<file path="src/umds_pkg.sv">
// Shared types and constants for the upstream motif distance scan.
// No dependencies; imported by every module of the block.
package umds_pkg;

	typedef logic [7:0] byte_t;

	// Controller states
	typedef enum logic [1:0] {
		ST_IDLE,
		ST_SCAN,
		ST_DONE
	} umds_state_t;

	// Configuration register indexes
	localparam logic [1:0] REG_MOTIF_WORD = 2'd0;
	localparam logic [1:0] REG_FAR_GAP    = 2'd1;
	localparam logic [1:0] REG_NEAR_GAP   = 2'd2;
	localparam logic [1:0] REG_TARGET_GAP = 2'd3;

	// Register reset values
	localparam logic [31:0] MOTIF_WORD_RST = 32'h7461_7461;
	localparam logic [6:0]  FAR_GAP_RST    = 7'd40;
	localparam logic [5:0]  NEAR_GAP_RST   = 6'd20;
	localparam logic [6:0]  TARGET_GAP_RST = 7'd30;

	// Distance reported when no motif qualifies
	localparam byte_t NO_MATCH = 8'hFF;

	typedef struct packed {
		logic clear;  // new item: restart the best-distance search
		logic step;   // evaluate the distance now at the window
	} umds_pick_ctl_t;

endpackage

</file>
<file path="src/umds_cell.sv">
// One history cell: holds a single base and takes its neighbor's base when enabled.
// Depends on umds_pkg.
module umds_cell
	import umds_pkg::*;
(
	input  logic  clk,
	input  logic  en,
	input  byte_t d_in,
	output byte_t q
);

	byte_t base_q;

	always_ff @(posedge clk) begin
		if (en) begin
			base_q <= d_in;
		end
	end

	assign q = base_q;

endmodule

</file>
<file path="src/umds_pick.sv">
// Best-distance tracker: matches the four window cells against the motif and keeps
// the distance closest to the target gap, farther start winning ties. Depends on umds_pkg.
module umds_pick
	import umds_pkg::*;
#(
	parameter int DW = 7
) (
	input  logic            clk,
	input  logic            arst_n,
	input  umds_pick_ctl_t  ctl,
	input  logic [DW-1:0]   scan_d,
	input  logic [3:0][7:0] win,
	input  logic [31:0]     motif_word,
	input  logic [5:0]      near_gap,
	input  logic [DW-1:0]   top,
	input  logic [6:0]      target_gap,
	output byte_t           best
);

	localparam int CW = ((DW > 7) ? DW : 7) + 1;

	byte_t         best_q;
	logic [CW-1:0] best_err_q;
	logic [CW-1:0] d_ext;
	logic [CW-1:0] t_ext;
	logic [CW-1:0] err;
	logic          match;
	logic          in_window;
	logic          take;

	always_comb begin
		d_ext = CW'(scan_d);
		t_ext = CW'(target_gap);
		err   = (t_ext >= d_ext) ? (t_ext - d_ext) : (d_ext - t_ext);
		match = 1'b1;
		// motif bytes past the current base never match
		for (int j = 0; j < 4; j++) begin
			if ((win[j] != motif_word[31-8*j -: 8]) || (d_ext < CW'(j))) begin
				match = 1'b0;
			end
		end
		in_window = (d_ext > CW'(near_gap)) && (d_ext <= CW'(top));
		take      = ctl.step && match && in_window && (err < best_err_q);
	end

	always_ff @(posedge clk or negedge arst_n) begin
		if (!arst_n) begin
			best_q     <= NO_MATCH;
			best_err_q <= '0;
		end else if (ctl.clear) begin
			best_q     <= NO_MATCH;
			best_err_q <= t_ext + CW'(1);  // distance to "none" (-1)
		end else if (take) begin
			best_q     <= 8'(scan_d);
			best_err_q <= err;
		end
	end

	assign best = best_q;

endmodule

</file>
<file path="src/upstream_motif_distance_scan.sv">
// Top level of the upstream motif distance scan: controller, history ring of cells,
// configuration registers and output register. Depends on umds_pkg, umds_cell, umds_pick.
//
// Takes one base per input item (tdata = base_byte, tuser = sequence_start) and returns
// one signed distance per item: the lookback to a motif start within (near_gap, far_gap],
// closest to target_gap, farther start on a tie, or -1. The last MAX_LOOKBACK+1 bases sit
// in a ring of cells; per item the ring rotates once all the way round past a four-cell
// window, one distance per cycle, before the next item is accepted. One item is worked
// on at a time; a finished result waits in the output register while the next item is
// taken. Configuration is to be written through the cfg port only while no item is in
// flight; the block itself does not enforce this. The cfg port is always ready.
module upstream_motif_distance_scan
	import umds_pkg::*;
#(
	parameter int MAX_LOOKBACK = 64
) (
	input  logic        clk,
	input  logic        arst_n,
	// input item
	input  logic        s_tvalid,
	output logic        s_tready,
	input  logic [7:0]  s_tdata,   // [7:0] base_byte
	input  logic [0:0]  s_tuser,   // [0] sequence_start
	// result item
	output logic        m_tvalid,
	input  logic        m_tready,
	output logic [7:0]  m_tdata,   // [7:0] motif_distance (signed)
	// configuration writes
	input  logic        cfg_valid,
	output logic        cfg_ready,
	input  logic [1:0]  cfg_addr,
	input  logic [31:0] cfg_data
);

	localparam int L  = MAX_LOOKBACK + 1;
	localparam int DW = $clog2(MAX_LOOKBACK + 1);
	localparam int CW = ((DW > 7) ? DW : 7) + 1;

	umds_state_t    state_q, state_nxt;
	logic [31:0]    motif_word_q;
	logic [6:0]     far_gap_q;
	logic [5:0]     near_gap_q;
	logic [6:0]     target_gap_q;
	logic [DW-1:0]  pc_q;
	logic [DW-1:0]  pc_eff;
	logic [DW-1:0]  top_q;
	logic [DW-1:0]  dist_q;
	logic [CW-1:0]  lim;
	byte_t          out_q;
	logic           out_valid_q;
	logic           accept;
	logic           scan_en;
	logic           out_free;
	logic           out_load;
	logic           cell_en;
	byte_t          cell_q  [L];
	byte_t          chain_in[L];
	logic [3:0][7:0] win;
	umds_pick_ctl_t pick_ctl;
	byte_t          best;

	// configuration
	assign cfg_ready = 1'b1;

	always_ff @(posedge clk or negedge arst_n) begin
		if (!arst_n) begin
			motif_word_q <= MOTIF_WORD_RST;
			far_gap_q    <= FAR_GAP_RST;
			near_gap_q   <= NEAR_GAP_RST;
			target_gap_q <= TARGET_GAP_RST;
		end else if (cfg_valid) begin
			unique case (cfg_addr)
				REG_MOTIF_WORD: motif_word_q <= cfg_data;
				REG_FAR_GAP:    far_gap_q    <= cfg_data[6:0];
				REG_NEAR_GAP:   near_gap_q   <= cfg_data[5:0];
				REG_TARGET_GAP: target_gap_q <= cfg_data[6:0];
				default: ;
			endcase
		end
	end

	// controller
	always_comb begin
		state_nxt = state_q;
		unique case (state_q)
			ST_IDLE: if (s_tvalid) state_nxt = ST_SCAN;
			ST_SCAN: if (dist_q == '0) state_nxt = ST_DONE;
			ST_DONE: if (out_free) state_nxt = ST_IDLE;
			default: state_nxt = ST_IDLE;
		endcase
	end

	assign out_free = !out_valid_q || m_tready;

	always_comb begin
		s_tready = 1'b0;
		scan_en  = 1'b0;
		out_load = 1'b0;
		unique case (state_q)
			ST_IDLE: s_tready = 1'b1;
			ST_SCAN: scan_en  = 1'b1;
			ST_DONE: out_load = out_free;
			default: ;
		endcase
	end

	assign accept = s_tvalid && s_tready;

	always_ff @(posedge clk or negedge arst_n) begin
		if (!arst_n) begin
			state_q <= ST_IDLE;
		end else begin
			state_q <= state_nxt;
		end
	end

	// position and window top, fixed at accept
	assign pc_eff = s_tuser[0] ? '0 : pc_q;

	always_comb begin
		lim = CW'(far_gap_q);
		if (lim > CW'(MAX_LOOKBACK)) lim = CW'(MAX_LOOKBACK);
		if (lim > CW'(pc_eff))       lim = CW'(pc_eff);
	end

	always_ff @(posedge clk or negedge arst_n) begin
		if (!arst_n) begin
			pc_q   <= '0;
			top_q  <= '0;
			dist_q <= '0;
		end else if (accept) begin
			pc_q   <= (pc_eff == DW'(MAX_LOOKBACK)) ? pc_eff : pc_eff + DW'(1);
			top_q  <= DW'(lim);
			dist_q <= DW'(MAX_LOOKBACK);
		end else if (scan_en && (dist_q != '0)) begin
			dist_q <= dist_q - DW'(1);
		end
	end

	// history ring: shift in the new base on accept, rotate once round during the scan
	assign cell_en = accept || scan_en;

	always_comb begin
		chain_in[0] = scan_en ? cell_q[L-1] : s_tdata;
		for (int k = 1; k < L; k++) begin
			chain_in[k] = cell_q[k-1];
		end
	end

	for (genvar k = 0; k < L; k++) begin : g_cell
		umds_cell u_cell (
			.clk  (clk),
			.en   (cell_en),
			.d_in (chain_in[k]),
			.q    (cell_q[k])
		);
	end

	// window at the far end shows bases at dist_q .. dist_q-3
	always_comb begin
		for (int j = 0; j < 4; j++) begin
			win[j] = cell_q[MAX_LOOKBACK-j];
		end
	end

	assign pick_ctl.clear = accept;
	assign pick_ctl.step  = scan_en;

	umds_pick #(
		.DW (DW)
	) u_pick (
		.clk        (clk),
		.arst_n     (arst_n),
		.ctl        (pick_ctl),
		.scan_d     (dist_q),
		.win        (win),
		.motif_word (motif_word_q),
		.near_gap   (near_gap_q),
		.top        (top_q),
		.target_gap (target_gap_q),
		.best       (best)
	);

	// output register
	always_ff @(posedge clk or negedge arst_n) begin
		if (!arst_n) begin
			out_valid_q <= 1'b0;
			out_q       <= NO_MATCH;
		end else if (out_load) begin
			out_valid_q <= 1'b1;
			out_q       <= best;
		end else if (m_tready) begin
			out_valid_q <= 1'b0;
		end
	end

	assign m_tvalid = out_valid_q;
	assign m_tdata  = out_q;

`ifndef SYNTH
	a_result_after_scan: assert property (@(posedge clk) disable iff (!arst_n)
		$rose(m_tvalid) |-> $past(state_q == ST_DONE))
		else $error("result item raised without a finished scan");

	a_scan_starts_full: assert property (@(posedge clk) disable iff (!arst_n)
		accept |=> (dist_q == DW'(MAX_LOOKBACK)) && (state_q == ST_SCAN))
		else $error("scan did not start at the far end of the ring");

	a_scan_counts_down: assert property (@(posedge clk) disable iff (!arst_n)
		(scan_en && (dist_q != '0)) |=> (dist_q == $past(dist_q) - DW'(1)))
		else $error("scan distance skipped");

	a_no_zero_distance: assert property (@(posedge clk) disable iff (!arst_n)
		m_tvalid |-> (m_tdata != 8'h00))
		else $error("distance zero reported");
`endif

endmodule

</file>
<file path="config.mk">
export PLATFORM = sky130hd
export DESIGN_NAME = upstream_motif_distance_scan
export DESIGN_NICKNAME = d
export VERILOG_FILES = /design/src/umds_pkg.sv /design/src/umds_cell.sv /design/src/umds_pick.sv /design/src/upstream_motif_distance_scan.sv
export SDC_FILE = /design/constraint.sdc
export NUM_CORES = 1
export LEC_CHECK = 0
export ABC_AREA = 1
export BUFFER_PORTS_ARGS = -buffer_cell sky130_fd_sc_hd__buf_2
export CORE_ASPECT_RATIO = 1.5
export CORE_MARGIN = 2
export CORE_UTILIZATION = 40
export DETAILED_ROUTE_END_ITERATION = 8
export PLACE_DENSITY = 0.51
export SYNTH_ARGS = -nofsm -noshare
export SYNTH_HDL_FRONTEND = slang
export SYNTH_SLANG_ARGS = --single-unit
</file>
<file path="constraint.sdc">
create_clock -name clk -period 35.6 [get_ports clk]
set_input_delay 0 -clock clk [delete_from_list [all_inputs] [get_ports clk]]
set_output_delay 0 -clock clk [all_outputs]
set_load 0.01 [all_outputs]
</file>
==> out/results.txt <==
Status -> complete, no violations
Kind of critical path -> register to register
Flop pwr share -> 57.3%
H-tree Lvls -> 2
Setup TNS -> 0 ps
Die W -> 196 um
CP max stage delay -> 900 ps
CORE AREA -> 54700 um2
CTS tree -> yes
Via count -> 10600
Clock share of power -> 27.4%
RSZ-0062 raised after global routing -> no
Post-route ant nets -> 0
Num CTS Buffers -> 55
Peak Freq -> 0.212 GHz
CTS root buffer -> clkbuf_16
Crit end category -> register
Hold Path Class -> input port to register
# DRC -> 0
Synthesized area -> 22100 um2
Psw -> 589 uW
Rel. slew slack -> 32.2%
Initial antenna violation count -> 1
Area Overhead vs Synth -> 15.8%
Commonest non-fill, non-tap cell in the layout -> edfxtp_1
Drt wl/cell -> 16.2 um
Final setup viols -> 0
Cell accounting for the most synthesized area -> edfxtp_1
Post-synthesis sequential area ratio -> 82.3%
DRT Wirelength -> 37.0 mm
Async set-reset flop share out of synthesis -> 16.1%
Startpoint types -> register
Pwr Density -> 86.6 nW/um2
Maximum vdd ir drop -> 0.0503 mV
Switching fraction of total power -> 26.6%
Sink Count -> 620
Most frequent cells in the layout -> edfxtp_1, nand2_1, inv_1
Setup Skew -> 16.1 ps
Worst-margin pin slew -> 1020 ps
Largest net degree at the start of global routing -> 86
DRT iter0 DRCs -> 724
Avg Inst Size Synth -> 15.8 um2
DIE AREA -> 57100 um2
Vias in the first global route -> 10700
Post-synth EDFFs -> 520
Cells after Synth -> 1393
LEAKAGE -> 9.93 nW
Gr usage total -> 13.3%
Worst-path clk slew -> 60 ps
GPL Wtd Cong -> 0.825
Maximum root-to-sink buffer count -> 3
Vias per cell -> 4.66
Period utilization -> 13.2%
Maximum fanout along the worst path -> 82
Int Pwr -> 1.62 mW
Detailed Routing Iterations Pass 1 -> 5
Cell variety after synth -> 36
Post-Syn Nets -> 1489
Total I/O pin count -> 59
Fill cell instance count of the final layout -> 4713
Crit-path cells -> nor2_1, nand2_1, buf_4, nand2_4, buf_4, buf_4, buf_4
First-pass GRT wire length -> 59.6 mm
Worst EP arrival -> 4920 ps
Crit path max-delay cell type -> buf_4
Hpwl dp -> 22.4 mm
Top FF cell, synth -> edfxtp_1
Fraction of layout cells with a size suffix above 1 -> 13.7%
Final Hold Viols -> 0
Max cap viols -> 0
Crit path required time -> 35810 ps
Initial Util -> 40.4%
Grt ovf -> 0
Synth top area share -> 70.8%
Most frequent cell on the critical path -> buf_4
Power Total -> 2.21 mW
Combinational power share -> 15.3%
Storage cell area -> 18200 um2
YS warnings -> 0
Clock Latency Late Sink -> 590 ps
Row count -> 105
Area contributors post-synth -> edfxtp_1, dfrtp_1, nand2_1, dfstp_2, ha_1
Max-slew violations -> 0
IO buf count -> 57
Die height -> 292 um
Area used by multi-input combinational logic -> 3280 um2
Nets@finish -> 1639
Yosys reg bits -> 620
Min Tclk post-route -> 4710 ps
PostCTS Resize Cnt -> 0
## final timing paths
kind / slack, ps / end / startpoint / cells past startpoint
min in group asynchronous: 150 / m_tdata[0]$_DFFE_PN1P_ / arst_n / 2
max in group asynchronous: 34590 / motif_word_q[19]$_DFFE_PN0P_ / arst_n / 3
min: 60 / u_pick.best[7]$_DFFE_PN1P_ / s_tvalid / 4
min reg2reg: 410 / g_cell[23].u_cell.q[5]$_DFFE_PP_ / g_cell[22].u_cell.q[5]$_DFFE_PP_ / 0
max: 30890 / g_cell[32].u_cell.q[6]$_DFFE_PP_ / state_q[1]$_DFFE_PN0P_ / 7
max reg2reg: 30890 / g_cell[32].u_cell.q[6]$_DFFE_PP_ / state_q[1]$_DFFE_PN0P_ / 7
## per-layer routing
layer,vias to the layer above,part of all wire (%),GRT usage (%)
met2,183,45,20.4
li1,5164,-,-
met5,-,0,0
met1,5228,48,19.5
met3,65,4.1,2.18
met4,0,2.5,4.45
## kinds of logic after synthesis
| family | share of synthesized area (%) |
|---|---|
| xor gates and xnor gates | 0.952 |
| muxes | 0.867 |
| and+or+nand+nor | 7.48 |
| adders and majority gates | 2.79 |
| AOI/OAI and AO/OA | 2.70 |
| DFF | 82.3 |
| other | 0.0170 |
| buffers and inverters | 2.87 |
## cells in the mapped netlist, drive strengths merged (4+ instances only)
master  instances
nand2         270
buf            11
nor3            4
ha             46
nand4           8
edfxtp        520
o21ai          69
mux2           17
dfstp          38
xor2           14
xnor2          10
nor2           72
clkbuf         10
inv           142
a21oi          41
dfrtp          62
nand3          43
## cell type report
type,instances,area share (%)
sequential,620,71.1
multi-input combinational,610,12.8
clock buffer,72,5.94
tap,695,3.40
timing repair buffer,114,3.31
inverter,142,2.09
clock inverter,30,1.30
antenna,1,0.00980
## timing repair
item,in CTS,in global routing
setup buffers,0,0
endpoints found under the hold margin,111,0
hold buffers,48,0
endpoints found under the setup margin,0,0
## flip-flops by register name, summed over array words and instances, names as in the netlist
name               count
state_q                2
g_cell.u_cell.q      520
u_pick.best            8
top_q                  7
motif_word_q          32
dist_q                 7
near_gap_q             6
m_tvalid               1
far_gap_q              7
m_tdata                8
target_gap_q           7
pc_q                   7
u_pick.best_err_q      8
## per-stage QoR
step                      hold WS (ps)  instances  setup WS (ps)  area, um2  util, %
final                             56.7       2284          30890      25500     46.7
after global routing              85.8       2284          30400      25500     46.7
after CTS                         25.5       2283          30800      25500     46.7
after detailed placement          38.6       2133          30770      23200     42.5
after global placement            36.4       2133          30880      23200     42.5
after floorplan                   -296       1393          22350      22100        -
## critical path, delay by kind of cell (launching register included)
kind	cells	cell delay [ps]
simple gates	3	840
flops	1	420
buf+inv	4	2950
## power by group through the flow
stage | clock [mW] | sequential (mW) | combinational [mW]
floorplan | 0 | 1.35 | 0.246
global placement | 0 | 1.28 | 0.333
detailed placement | 0 | 1.28 | 0.342
CTS | 0.627 | 1.28 | 0.346
global route | 0.653 | 1.30 | 0.394
finish | 0.606 | 1.27 | 0.339
Note: power is estimated with default switching activity, not from simulation.
